### src/rtl/core/hsem_pkg.sv
// hsem_pkg: shared types, constants and region table for the hue to six-emitter mix
// holds the channel specs per hue region and the reciprocal multipliers for the ramps
// no dependencies
package hsem_pkg;

  localparam int NUM_CH    = 6;
  localparam int HUE_W     = 16;
  localparam int LEVEL_W   = 8;
  localparam int MULT_W    = 29;
  localparam int RECIP_SH  = 32;
  localparam int PROD_W    = HUE_W + MULT_W;
  localparam int QUOT_W    = PROD_W - RECIP_SH;

  localparam logic [LEVEL_W-1:0] LEVEL_MAX = '1;

  // channel slots in the spec vector
  localparam int CH_RED   = 0;
  localparam int CH_GREEN = 1;
  localparam int CH_BLUE  = 2;
  localparam int CH_LIME  = 3;
  localparam int CH_AMBER = 4;
  localparam int CH_CYAN  = 5;

  // region upper bounds on the high hue byte, inclusive
  localparam logic [7:0] BOUND_0 = 8'd18;
  localparam logic [7:0] BOUND_1 = 8'd39;
  localparam logic [7:0] BOUND_2 = 8'd60;
  localparam logic [7:0] BOUND_3 = 8'd81;
  localparam logic [7:0] BOUND_4 = 8'd97;
  localparam logic [7:0] BOUND_5 = 8'd123;
  localparam logic [7:0] BOUND_6 = 8'd162;
  localparam logic [7:0] BOUND_7 = 8'd173;
  localparam logic [7:0] BOUND_8 = 8'd214;

  // ramp offsets
  localparam logic [HUE_W-1:0] OFS_ZERO   = 16'd0;
  localparam logic [HUE_W-1:0] OFS_4864   = 16'd4864;
  localparam logic [HUE_W-1:0] OFS_9984   = 16'd9984;
  localparam logic [HUE_W-1:0] OFS_10240  = 16'd10240;
  localparam logic [HUE_W-1:0] OFS_15615  = 16'd15615;
  localparam logic [HUE_W-1:0] OFS_20991  = 16'd20991;
  localparam logic [HUE_W-1:0] OFS_20992  = 16'd20992;
  localparam logic [HUE_W-1:0] OFS_25088  = 16'd25088;
  localparam logic [HUE_W-1:0] OFS_41727  = 16'd41727;
  localparam logic [HUE_W-1:0] OFS_44543  = 16'd44543;
  localparam logic [HUE_W-1:0] OFS_44544  = 16'd44544;
  localparam logic [HUE_W-1:0] OFS_44790  = 16'd44790;
  localparam logic [HUE_W-1:0] OFS_65535  = 16'd65535;

  // ceil(k * 2^32 / div): exact floor(k*d/div) for any 16-bit d since d*err < 2^32
  localparam logic [MULT_W-1:0] M_255_4863  =
    MULT_W'(((64'd255 << RECIP_SH) + 64'd4862) / 64'd4863);
  localparam logic [MULT_W-1:0] M_255_5375  =
    MULT_W'(((64'd255 << RECIP_SH) + 64'd5374) / 64'd5375);
  localparam logic [MULT_W-1:0] M_255_3839  =
    MULT_W'(((64'd255 << RECIP_SH) + 64'd3838) / 64'd3839);
  localparam logic [MULT_W-1:0] M_255_6399  =
    MULT_W'(((64'd255 << RECIP_SH) + 64'd6398) / 64'd6399);
  localparam logic [MULT_W-1:0] M_255_9983  =
    MULT_W'(((64'd255 << RECIP_SH) + 64'd9982) / 64'd9983);
  localparam logic [MULT_W-1:0] M_51_2600   =
    MULT_W'(((64'd51 << RECIP_SH) + 64'd2599) / 64'd2600);
  localparam logic [MULT_W-1:0] M_60_2815   =
    MULT_W'(((64'd60 << RECIP_SH) + 64'd2814) / 64'd2815);
  localparam logic [MULT_W-1:0] M_255_10239 =
    MULT_W'(((64'd255 << RECIP_SH) + 64'd10238) / 64'd10239);
  localparam logic [MULT_W-1:0] M_255_10495 =
    MULT_W'(((64'd255 << RECIP_SH) + 64'd10494) / 64'd10495);

  typedef enum logic [1:0] {
    MODE_OFF  = 2'd0,
    MODE_FULL = 2'd1,
    MODE_UP   = 2'd2,
    MODE_DOWN = 2'd3
  } ch_mode_t;

  typedef struct packed {
    ch_mode_t                mode;
    logic [HUE_W-1:0]  offset;
    logic [MULT_W-1:0] mult;
  } ch_spec_t;

  typedef ch_spec_t [NUM_CH-1:0] mix_spec_t;

  typedef enum logic [3:0] {
    REGION_0 = 4'd0,
    REGION_1 = 4'd1,
    REGION_2 = 4'd2,
    REGION_3 = 4'd3,
    REGION_4 = 4'd4,
    REGION_5 = 4'd5,
    REGION_6 = 4'd6,
    REGION_7 = 4'd7,
    REGION_8 = 4'd8,
    REGION_9 = 4'd9
  } region_t;

  localparam ch_spec_t SPEC_OFF  = '{mode: MODE_OFF,  offset: OFS_ZERO, mult: '0};
  localparam ch_spec_t SPEC_FULL = '{mode: MODE_FULL, offset: OFS_ZERO, mult: '0};

  function automatic region_t hue_region(input logic [7:0] hh);
    region_t r;
    priority if (hh <= BOUND_0) r = REGION_0;
    else if (hh <= BOUND_1)     r = REGION_1;
    else if (hh <= BOUND_2)     r = REGION_2;
    else if (hh <= BOUND_3)     r = REGION_3;
    else if (hh <= BOUND_4)     r = REGION_4;
    else if (hh <= BOUND_5)     r = REGION_5;
    else if (hh <= BOUND_6)     r = REGION_6;
    else if (hh <= BOUND_7)     r = REGION_7;
    else if (hh <= BOUND_8)     r = REGION_8;
    else                        r = REGION_9;
    return r;
  endfunction

  function automatic mix_spec_t region_spec(input region_t r);
    mix_spec_t s;
    s = {NUM_CH{SPEC_OFF}};
    unique case (r)
      REGION_0: begin
        s[CH_RED]   = SPEC_FULL;
        s[CH_AMBER] = '{mode: MODE_UP, offset: OFS_ZERO, mult: M_255_4863};
      end
      REGION_1: begin
        s[CH_RED]   = '{mode: MODE_DOWN, offset: OFS_9984, mult: M_255_5375};
        s[CH_LIME]  = '{mode: MODE_UP, offset: OFS_4864, mult: M_255_5375};
        s[CH_AMBER] = SPEC_FULL;
      end
      REGION_2: begin
        s[CH_GREEN] = '{mode: MODE_UP, offset: OFS_10240, mult: M_255_5375};
        s[CH_LIME]  = SPEC_FULL;
        s[CH_AMBER] = '{mode: MODE_DOWN, offset: OFS_15615, mult: M_255_5375};
      end
      REGION_3: begin
        s[CH_GREEN] = SPEC_FULL;
        s[CH_LIME]  = '{mode: MODE_DOWN, offset: OFS_20991, mult: M_255_5375};
      end
      REGION_4: begin
        s[CH_GREEN] = SPEC_FULL;
        s[CH_CYAN]  = '{mode: MODE_UP, offset: OFS_20992, mult: M_255_3839};
      end
      REGION_5: begin
        s[CH_GREEN] = SPEC_FULL;
        s[CH_BLUE]  = '{mode: MODE_UP, offset: OFS_25088, mult: M_255_6399};
        s[CH_CYAN]  = SPEC_FULL;
      end
      REGION_6: begin
        s[CH_GREEN] = '{mode: MODE_DOWN, offset: OFS_41727, mult: M_255_9983};
        s[CH_BLUE]  = SPEC_FULL;
        s[CH_CYAN]  = '{mode: MODE_DOWN, offset: OFS_44790, mult: M_51_2600};
      end
      REGION_7: begin
        s[CH_BLUE]  = SPEC_FULL;
        s[CH_CYAN]  = '{mode: MODE_DOWN, offset: OFS_44543, mult: M_60_2815};
      end
      REGION_8: begin
        s[CH_RED]   = '{mode: MODE_UP, offset: OFS_44544, mult: M_255_10239};
        s[CH_BLUE]  = SPEC_FULL;
      end
      REGION_9: begin
        s[CH_RED]   = SPEC_FULL;
        s[CH_BLUE]  = '{mode: MODE_DOWN, offset: OFS_65535, mult: M_255_10495};
      end
      default: s = {NUM_CH{SPEC_OFF}};
    endcase
    return s;
  endfunction

endpackage

### src/rtl/core/hsem_in_if.sv
// hsem_in_if: hue input channel, valid/ready with high and low hue bytes
// no dependencies
interface hsem_in_if;
  logic       valid;
  logic       ready;
  logic [7:0] hue_high;
  logic [7:0] hue_low;

  modport source (output valid, output hue_high, output hue_low, input ready);
  modport sink (input valid, input hue_high, input hue_low, output ready);
endinterface

### src/rtl/core/hsem_out_if.sv
// hsem_out_if: emitter level output channel, valid/ready with six drive levels
// no dependencies
interface hsem_out_if;
  logic       valid;
  logic       ready;
  logic [7:0] red_level;
  logic [7:0] green_level;
  logic [7:0] blue_level;
  logic [7:0] lime_level;
  logic [7:0] amber_level;
  logic [7:0] cyan_level;

  modport source (output valid, output red_level, output green_level, output blue_level,
                  output lime_level, output amber_level, output cyan_level, input ready);
  modport sink (input valid, input red_level, input green_level, input blue_level,
                input lime_level, input amber_level, input cyan_level, output ready);
endinterface

### src/rtl/core/hsem_ramp.sv
// hsem_ramp: one emitter channel, off / full / rising or falling ramp with clamp
// depends on hsem_pkg
module hsem_ramp
  import hsem_pkg::*;
(
  input  logic [HUE_W-1:0]   hue,
  input  ch_spec_t           spec,
  output logic [LEVEL_W-1:0] level
);

  logic [HUE_W:0]    diff;
  logic [PROD_W-1:0] prod;
  logic [QUOT_W-1:0] quot;

  always_comb begin
    if (spec.mode == MODE_DOWN) begin
      diff = {1'b0, spec.offset} - {1'b0, hue};
    end else begin
      diff = {1'b0, hue} - {1'b0, spec.offset};
    end
  end

  // reciprocal multiply, the quotient sits above the fraction bits
  assign prod = PROD_W'(diff[HUE_W-1:0]) * PROD_W'(spec.mult);
  assign quot = prod[PROD_W-1:RECIP_SH];

  always_comb begin
    unique case (spec.mode)
      MODE_OFF:  level = '0;
      MODE_FULL: level = LEVEL_MAX;
      MODE_UP, MODE_DOWN: begin
        // difference at or below zero gives dark, overflow clamps
        if (diff[HUE_W] || diff == '0) begin
          level = '0;
        end else if (quot > QUOT_W'(LEVEL_MAX)) begin
          level = LEVEL_MAX;
        end else begin
          level = quot[LEVEL_W-1:0];
        end
      end
      default: level = '0;
    endcase
  end

endmodule

### src/rtl/core/hue_to_six_emitter_mix.sv
// hue_to_six_emitter_mix: top level, input register, region decode, six ramps, result register
// depends on hsem_pkg, hsem_in_if, hsem_out_if, hsem_ramp

// Maps a 16-bit hue (high byte selects one of ten regions, low byte the position inside it)
// to red, green, blue, lime, amber and cyan drive levels. One beat is accepted every clock
// while results are taken. A taken hue beat waits in the input register and moves on to the
// result register when the result side can take it. Between those two registers lie the
// region decode and one 16x29 constant multiply per channel. The two
// registers hold up to two beats, so a stalled result stops new hue beats only once the input
// register is also full.
module hue_to_six_emitter_mix
  import hsem_pkg::*;
(
  input  logic       clk,
  input  logic       rst,
  hsem_in_if.sink    hue,
  hsem_out_if.source mix
);

  logic              hue_valid;
  logic [HUE_W-1:0]  hue_word;
  logic              mix_valid;
  logic [LEVEL_W-1:0] levels [NUM_CH];
  logic [LEVEL_W-1:0] levels_next [NUM_CH];
  logic              stage_ready;
  mix_spec_t         spec;

  assign stage_ready = !mix_valid || mix.ready;
  assign hue.ready   = !hue_valid || stage_ready;

  always_ff @(posedge clk) begin
    if (rst) begin
      hue_valid <= 1'b0;
    end else if (hue.ready) begin
      hue_valid <= hue.valid;
    end
  end

  always_ff @(posedge clk) begin
    if (hue.ready && hue.valid) begin
      hue_word <= {hue.hue_high, hue.hue_low};
    end
  end

  assign spec = region_spec(hue_region(hue_word[HUE_W-1:HUE_W-8]));

  for (genvar c = 0; c < NUM_CH; c++) begin : g_ch
    hsem_ramp u_ramp (
      .hue   (hue_word),
      .spec  (spec[c]),
      .level (levels_next[c])
    );
  end

  always_ff @(posedge clk) begin
    if (rst) begin
      mix_valid <= 1'b0;
    end else if (stage_ready) begin
      mix_valid <= hue_valid;
    end
  end

  always_ff @(posedge clk) begin
    if (stage_ready && hue_valid) begin
      levels <= levels_next;
    end
  end

  assign mix.valid       = mix_valid;
  assign mix.red_level   = levels[CH_RED];
  assign mix.green_level = levels[CH_GREEN];
  assign mix.blue_level  = levels[CH_BLUE];
  assign mix.lime_level  = levels[CH_LIME];
  assign mix.amber_level = levels[CH_AMBER];
  assign mix.cyan_level  = levels[CH_CYAN];

  a_accept_fills: assert property (@(posedge clk) disable iff (rst)
    hue.valid && hue.ready |=> hue_valid)
    else $error("accepted hue beat did not reach the input register");

  a_advance: assert property (@(posedge clk) disable iff (rst)
    hue_valid && stage_ready |=> mix_valid)
    else $error("input register advanced but no result is held");

  a_stall_holds: assert property (@(posedge clk) disable iff (rst)
    hue_valid && !stage_ready |=> hue_valid && $stable(hue_word))
    else $error("input register changed while the result side stalled");

  // every region holds at least one emitter at full drive
  a_one_full: assert property (@(posedge clk) disable iff (rst)
    mix.valid |-> (mix.red_level == LEVEL_MAX || mix.green_level == LEVEL_MAX ||
                   mix.blue_level == LEVEL_MAX || mix.lime_level == LEVEL_MAX ||
                   mix.amber_level == LEVEL_MAX || mix.cyan_level == LEVEL_MAX))
    else $error("result beat has no channel at full drive");

endmodule
### src/flat_wrapper.sv
// flat-port wrapper written by rule: the top's interface ports become plain ports
module hue_to_six_emitter_mix_flat import hsem_pkg::*;
  (clk, rst, hue_valid, hue_hue_high, hue_hue_low, hue_ready, mix_valid, mix_red_level, mix_green_level, mix_blue_level, mix_lime_level, mix_amber_level, mix_cyan_level, mix_ready);
  hsem_in_if hue_i ();
  hsem_out_if mix_i ();
  input  logic clk;
  input  logic rst;
  input wire logic [$bits(hue_i.valid)-1:0] hue_valid;
  input wire logic [$bits(hue_i.hue_high)-1:0] hue_hue_high;
  input wire logic [$bits(hue_i.hue_low)-1:0] hue_hue_low;
  output wire logic [$bits(hue_i.ready)-1:0] hue_ready;
  output wire logic [$bits(mix_i.valid)-1:0] mix_valid;
  output wire logic [$bits(mix_i.red_level)-1:0] mix_red_level;
  output wire logic [$bits(mix_i.green_level)-1:0] mix_green_level;
  output wire logic [$bits(mix_i.blue_level)-1:0] mix_blue_level;
  output wire logic [$bits(mix_i.lime_level)-1:0] mix_lime_level;
  output wire logic [$bits(mix_i.amber_level)-1:0] mix_amber_level;
  output wire logic [$bits(mix_i.cyan_level)-1:0] mix_cyan_level;
  input wire logic [$bits(mix_i.ready)-1:0] mix_ready;
  assign hue_i.valid = hue_valid;
  assign hue_i.hue_high = hue_hue_high;
  assign hue_i.hue_low = hue_hue_low;
  assign hue_ready = hue_i.ready;
  assign mix_valid = mix_i.valid;
  assign mix_red_level = mix_i.red_level;
  assign mix_green_level = mix_i.green_level;
  assign mix_blue_level = mix_i.blue_level;
  assign mix_lime_level = mix_i.lime_level;
  assign mix_amber_level = mix_i.amber_level;
  assign mix_cyan_level = mix_i.cyan_level;
  assign mix_i.ready = mix_ready;
  hue_to_six_emitter_mix u_core (.clk(clk), .rst(rst), .hue(hue_i), .mix(mix_i));
endmodule
### config.mk
export PLATFORM = sky130hd
export DESIGN_NAME = hue_to_six_emitter_mix_flat
export DESIGN_NICKNAME = d
export VERILOG_FILES = /design/src/rtl/core/hsem_pkg.sv /design/src/rtl/core/hsem_in_if.sv /design/src/rtl/core/hsem_out_if.sv /design/src/rtl/core/hsem_ramp.sv /design/src/rtl/core/hue_to_six_emitter_mix.sv /design/src/flat_wrapper.sv
export SDC_FILE = /design/constraint.sdc
export NUM_CORES = 2
export LEC_CHECK = 0
export BUFFER_PORTS_ARGS = -buffer_cell sky130_fd_sc_hd__buf_4
export CELL_PAD_IN_SITES_DETAIL_PLACEMENT = 0
export CELL_PAD_IN_SITES_GLOBAL_PLACEMENT = 1
export CORE_ASPECT_RATIO = 1.4
export CORE_UTILIZATION = 31
export CTS_BUF_LIST = sky130_fd_sc_hd__clkbuf_8
export DETAILED_ROUTE_END_ITERATION = 8
export GPL_TIMING_DRIVEN = 0
export PLACE_DENSITY_LB_ADDON = 0.1
export SYNTH_ARGS = -nofsm -noshare
export SYNTH_HDL_FRONTEND = slang
export SYNTH_SLANG_ARGS = --single-unit
### constraint.sdc
create_clock -name clk -period 24.9 [get_ports clk]
set_input_delay 4.98 -clock clk [delete_from_list [all_inputs] [get_ports clk]]
set_output_delay 4.98 -clock clk [all_outputs]
set_load 0.02 [all_outputs]
# ---- Word-level counts from Yosys, hierarchy flattened
# Index checks and enable logic that the tools add are counted.
dict set report classes {
  add_sub_neg 12
  multipliers 6
  n_lt_le_gt_ge 15
  eq_ne 27
  muxes 39
  reduce_logical 34
}
# op n
set ops {}
lappend ops {{$pmux W47 S3} 5}
lappend ops {{$mul A16 B29 Y45} 6}
lappend ops {{$sub A16 B16 Y17} 12}
lappend ops {{$pmux W47 S4} 1}
lappend ops {{$pmux W8 S3} 6}
lappend ops {{$logic_not A17 Y1} 6}
lappend ops {{$mux W17} 6}
lappend ops {{$mux W8} 12}
lappend ops {{$gt A13 B8 Y1 const B} 6}
lappend ops {{$mux W4} 8}
lappend ops {{$eq A2 B2 Y1 const B} 12}
lappend ops {{$le A8 B7 Y1 const B} 3}
lappend ops {{$le A8 B8 Y1 const B} 3}
lappend ops {{$eq A4 B3 Y1 const B} 4}
lappend ops {{$le A8 B6 Y1 const B} 2}
lappend ops {{$reduce_or A2 Y1} 7}
lappend ops {{$eq A2 B1 Y1 const B} 6}
lappend ops {{$logic_not A2 Y1} 6}
lappend ops {{$eq A4 B2 Y1 const B} 2}
lappend ops {{$eq A4 B4 Y1 const B} 2}
lappend ops {{$le A8 B5 Y1 const B} 1}
lappend ops {{$logic_or A1 B1 Y1} 8}
lappend ops {{$reduce_or A3 Y1} 2}
lappend ops {{$eq A4 B1 Y1 const B} 1}
lappend ops {{4 further kinds} 6}
dict set report totals {
  reg_bits 66
  inputBits 20
  wordCells 142
}

# ---- Depth between registers and ports, before layout
dict set report logic_depth {
  depth_word 20
  ltp_mapped 45
  mapped_depth_nobuf 42
}

# ---- Cells and area by module
# A second synthesis with hierarchy kept.
dict set report hier_totals {
  hier_cells 12091
  hier_area_um2 100063.5
}
# mod n_inst cells_per_inst area_each_um2 seq_area_each_um2
set modules_own_cells {}
lappend modules_own_cells {{hsem_ramp (u_core.g_ch[2].u_ramp ...)} 2 1968 16141.7 0.0}
lappend modules_own_cells {{hsem_ramp (u_core.g_ch[0].u_ramp)} 1 1990 16368.2 0.0}
lappend modules_own_cells {{hsem_ramp (u_core.g_ch[1].u_ramp)} 1 1990 16323.2 0.0}
lappend modules_own_cells {{hsem_ramp (u_core.g_ch[4].u_ramp)} 1 2017 16294.4 0.0}
lappend modules_own_cells {{hsem_ramp (u_core.g_ch[5].u_ramp)} 1 2002 16291.9 0.0}
lappend modules_own_cells {hue_to_six_emitter_mix 1 156 2502.4 1961.9}

# ---- Least setup slack after synthesis
# OpenSTA, ideal clock, no wires.
dict set report synth_timing {
  path_kind {register to register}
  from {reg u_core.hue_word[11]}
  to {reg u_core.levels (netlist bit u_core.mix.cyan_level[6]), data pin}
  arrival_time_ps 10478
  required_ps 24623
  setup_slack_ps 14146
  path_stages_with_launch 46
  synth_period_minus_slack_ps 10754
  cell_sequence {edfxtp_1 > buf_6 > a31o_1 > a211oi_2 > nor2_4 > inv_2 > buf_4 > clkbuf_1 > nand2_1 > inv_1 > ha_1 > inv_1 > fa_1 > a21o_1 > a21oi_1 > nand2b_1 > a31oi_1 > mux2i_1 > [10 not listed] > fa_1 > inv_1 > fa_1 > inv_1 > fa_1 > inv_1 > fa_1 > ha_1 > o21a_1 > or2_2 > a32o_1 > a211o_1 > a211oi_2 > o21ai_2 > mux2i_1 > o21ai_1 > nor4_4 > a21oi_1}
}
dict set report synth_via {
  elab_chain_len 19
  elab_cells_between_ends 38
  cone_classes {2 x add/sub; 1 x mul; 10 x order compare; 7 x eq/ne; 14 x mux; 4 x reduce/logical}
}
# element line
set synth_rtl {}
lappend synth_rtl {{start, declared} hue_to_six_emitter_mix.sv:21} ;# logic [HUE_W-1:0] hue_word;
lappend synth_rtl {{start signal, assigned} hue_to_six_emitter_mix.sv:41} ;# hue_word <= {hue.hue_high, hue.hue_low};
lappend synth_rtl {{$le A8 B8 Y1} hsem_pkg.sv:111} ;# else if (hh <= BOUND_8) r = REGION_8;
lappend synth_rtl {{$mux W1} hsem_pkg.sv:111}
lappend synth_rtl {{$mux W4} hsem_pkg.sv:110} ;# else if (hh <= BOUND_7) r = REGION_7;
lappend synth_rtl {{$mux W4} hsem_pkg.sv:109} ;# else if (hh <= BOUND_6) r = REGION_6;
lappend synth_rtl {{$mux W4} hsem_pkg.sv:108} ;# else if (hh <= BOUND_5) r = REGION_5;
lappend synth_rtl {{$mux W4} hsem_pkg.sv:107} ;# else if (hh <= BOUND_4) r = REGION_4;
lappend synth_rtl {{$mux W4} hsem_pkg.sv:106} ;# else if (hh <= BOUND_3) r = REGION_3;
lappend synth_rtl {{$mux W4} hsem_pkg.sv:105} ;# else if (hh <= BOUND_2) r = REGION_2;
lappend synth_rtl {{[4 not listed]} -}
lappend synth_rtl {{$sub A16 B16 Y17 (tied with other cells)} hsem_ramp.sv:19} ;# diff = {1'b0, hue} - {1'b0, spec.offset};
lappend synth_rtl {{$mux W17} hsem_ramp.sv:16} ;# if (spec.mode == MODE_DOWN) begin
lappend synth_rtl {{$mul A16 B29 Y45} hsem_ramp.sv:24} ;# assign prod = PROD_W'(diff[HUE_W-1:0]) * PROD_W'(spec.mult);
lappend synth_rtl {{$gt A13 B8 Y1} hsem_ramp.sv:35} ;# end else if (quot > QUOT_W'(LEVEL_MAX)) begin
lappend synth_rtl {{$mux W8} hsem_ramp.sv:35}
lappend synth_rtl {{$mux W8} hsem_ramp.sv:33} ;# if (diff[HUE_W] || diff == '0) begin
lappend synth_rtl {{$pmux W8 S3 (*)} hsem_ramp.sv:28} ;# unique case (spec.mode)
lappend synth_rtl {{named net u_core.g_ch[5].u_ramp.level[6]} hsem_ramp.sv:8} ;# output logic [LEVEL_W-1:0] level
lappend synth_rtl {{end signal, assigned} hue_to_six_emitter_mix.sv:65} ;# levels <= levels_next;
lappend synth_rtl {{end, declared} hue_to_six_emitter_mix.sv:23} ;# logic [LEVEL_W-1:0] levels [NUM_CH];
# Mark *: on every way through the listed nets, which the timed path passes. The rest lies on a longest branch.
# A chain may end at the register's enable or synchronous reset.

# ---- Final worst setup path
dict set report layout_timing {
  from {reg u_core.hue_word[13]}
  to {reg u_core.levels (netlist bit u_core.mix.cyan_level[6]), data pin}
}
# Same word-level chain as after synthesis.

==> summary.txt <==
Status: completed
# resized after CTS: 0
Post-CTS Setup Inserts: 0
Area growth syn-to-layout: 6.707%
Req. time, crit path: 25.16 ns
Die W: 387.5 um
Cells after DPL: 9742
H-tree levels: 3
Fin util: 33.36%
M1 WL: 90750 um
CTS Sinks: 66
Main flop type after synthesis: edfxtp_1
Worst Setup Slack, final: 10.03 ns
RSZ-0062 raised after global routing: no
TritonCTS Buffers: 9
Average wire per standard cell: 23.48 um
Warnings, synthesis: 0
Cell Rows: 197
GP Congestion: 0.8955
Mapped Avg Cell Area: 9.247 sq um
Met3 routed WL: 3452 um
HP Class: register to register
Top cell type's share of synthesized area: 37.99%
Grt total ovfl: 0
Count leader, synth: inv_1
Post-synth top cells: inv_1 (1946), ha_1 (1286), fa_1 (1224)
GRT Total Usage: 22.24%
Leak Pwr: 37.20 nW
Nets: 9598
Vias: 47530
Filler instances: 21740
Max FO, Critical Path: 19
Ranking of synthesized cells by area: fa_1 (38%), ha_1 (25%), inv_1 (11%), edfxtp_1 (3.0%), a21oi_1 (2.4%)
Final hold violations: 0
Top cell type by total area after synthesis: fa_1
Setup WS pre-CTS: 9.714 ns
DRT Pass-1 Iters: 7
WHS: 0.5592 ns
Initial Util: 31.26%
First-pass GRT wire length: 344800 um
Crit-path slowest cell: clkbuf_1
Clock root cell: clkbuf_8
Sequential Area: 0.001962 sq mm
Synthesized net count: 9504
EDFF count, synth: 64
Largest net degree at the start of global routing: 25
Detail Placement HPWL: 206100 um
Kind of critical path: register to register
# DRC: 0
DP Area: 0.06860 sq mm
Kind of end point of the critical path: register
Post-Layout Cell Count: 9761
Die ar.: 0.2099 sq mm
Final Instance Area: 0.06882 sq mm
Syn Std Cell Area: 0.06449 sq mm
Design Power: 4.174 mW
Ys async rst share: 0%
PwrDens: 60.65 mW/mm^2
Final Slew Violations: 0
Clock-pin slew on the worst setup and hold paths: 0.13 ns
Seq/Total Area, Yosys: 3.042%
Cell repeated most along the worst path: inv_1
I/O Pins: 70
FMAX: 67.26 MHz
Yosys reg bits: 66
CP max stage delay: 0.96 ns
Hold_buf cts: 0
Initial antenna violation count: 3
Max cap viols: 0
Die Y: 541.7 um
Final WL: 229200 um
CP startpoint kind: register
Setup Skew: 0.03186 ns
Initial DRC Count: 1944
Final min period: 14.87 ns
Port bufs: 69
Slew HR: 1.994%
Post-Synthesis Cells: 6974
Share of layout cells above drive strength 1: 3.464%
VDD IR max: 0.08517 mV
CTS tree: done
Area occupied by multi-input gates: 0.05476 sq mm
Clock Tree Buf Depth: 2
Later-pin clock latency in the skew report: 0.54 ns
Worst-margin pin slew: 1.459 ns
Top routing layer in use: met4
Vias in the first global route: 53340
Post-route ant nets: 0
DR WL met2: 127600 um
Post-synthesis cell type count: 117
Final setup fails: 0
Via density: 4.869
Arrival time at the worst endpoint: 15.13 ns
Setup TNS Final: 0 ns
Core ar.: 0.2063 sq mm
Fin crit share: 59.71%
-- flip-flops by register name, summed over array words and instances (netlist names) --
register / count
u_core.hue_word: 16
u_core.mix.blue_level: 8
u_core.mix.lime_level: 8
u_core.mix.valid: 1
u_core.mix.amber_level: 8
u_core.mix.cyan_level: 8
u_core.mix.green_level: 8
u_core.hue_valid: 1
u_core.mix.red_level: 8
-- critical path: cells and delay by family (launching register included) --
kind | cells | cell delay, ns
multiplexers | 2 | 0.79
flip-flops | 1 | 0.92
buffers and inverters | 11 | 2.49
XOR/XNOR | 1 | 0.27
AND/OR/NAND/NOR | 13 | 4.13
AO/OA/AOI/OAI | 8 | 1.90
adder cells (fa/ha/maj) | 9 | 4.03
-- logic make-up after synthesis --
family	Yosys count	synth area share [%]
xor+xnor	155	2.152
buf+inv	2059	12.15
simple gates	1118	8.451
compound gates	1042	10.88
flops	66	3.042
mux	24	0.3861
fa+ha+maj	2510	62.94
-- path summary, 6_finish.rpt --
check                 startpoint                        to  slack, ns  cells past startpoint
min             u_core.hue_valid          u_core.mix.valid       0.56                      2
min reg2reg     u_core.hue_valid          u_core.mix.valid       0.56                      2
max reg2reg  u_core.hue_word[13]  u_core.mix.cyan_level[6]      10.03                     44
max          u_core.hue_word[13]  u_core.mix.cyan_level[6]      10.03                     44
-- where the power goes --
group	switching, mW	leakage, nW	internal [mW]
clock	0.0774	0.0962	0.0468
combinational	2.42	36.5	1.48
sequential	0.0112	0.625	0.138
total	2.51	37.2	1.66
-- layout make-up --
type                       instances  share of cell area (%)
multi-input combinational       4849                   79.57
inverter                        1960                   10.70
tap                             2686                   4.884
sequential                        66                   2.851
timing repair buffer              83                   1.013
buffer                            99                  0.6854
clock buffer                       9                  0.1800
clock inverter                     7                  0.1109
antenna                            2                0.007273
-- routing by layer --
metal | GRT usage (%) | up-vias
li1 | - | 22450
met1 | 25.18 | 24240
met2 | 44.07 | 621
met3 | 1.112 | 216
met4 | 6.705 | 0
met5 | 0 | -
-- placed cells by master, fill, tap and decap left out, drive strengths merged, types with 22 or more instances in the layout --
cell type,n
inv,1959
ha,1286
fa,1224
a21oi,314
nor2,314
nand2,293
o21ai,181
a21o,117
buf,116
nand3,101
xnor2,101
clkbuf,75
o21a,64
edfxtp,64
nor3,64
xor2,54
nand4,51
a211oi,46
nand2b,45
nor2b,42
a31oi,40
o211ai,38
or2,35
and3,32
o21bai,31
and2,30
nor4,30
o31ai,24
or3,22
No activity file was read; power rests on OpenSTA's default activity.
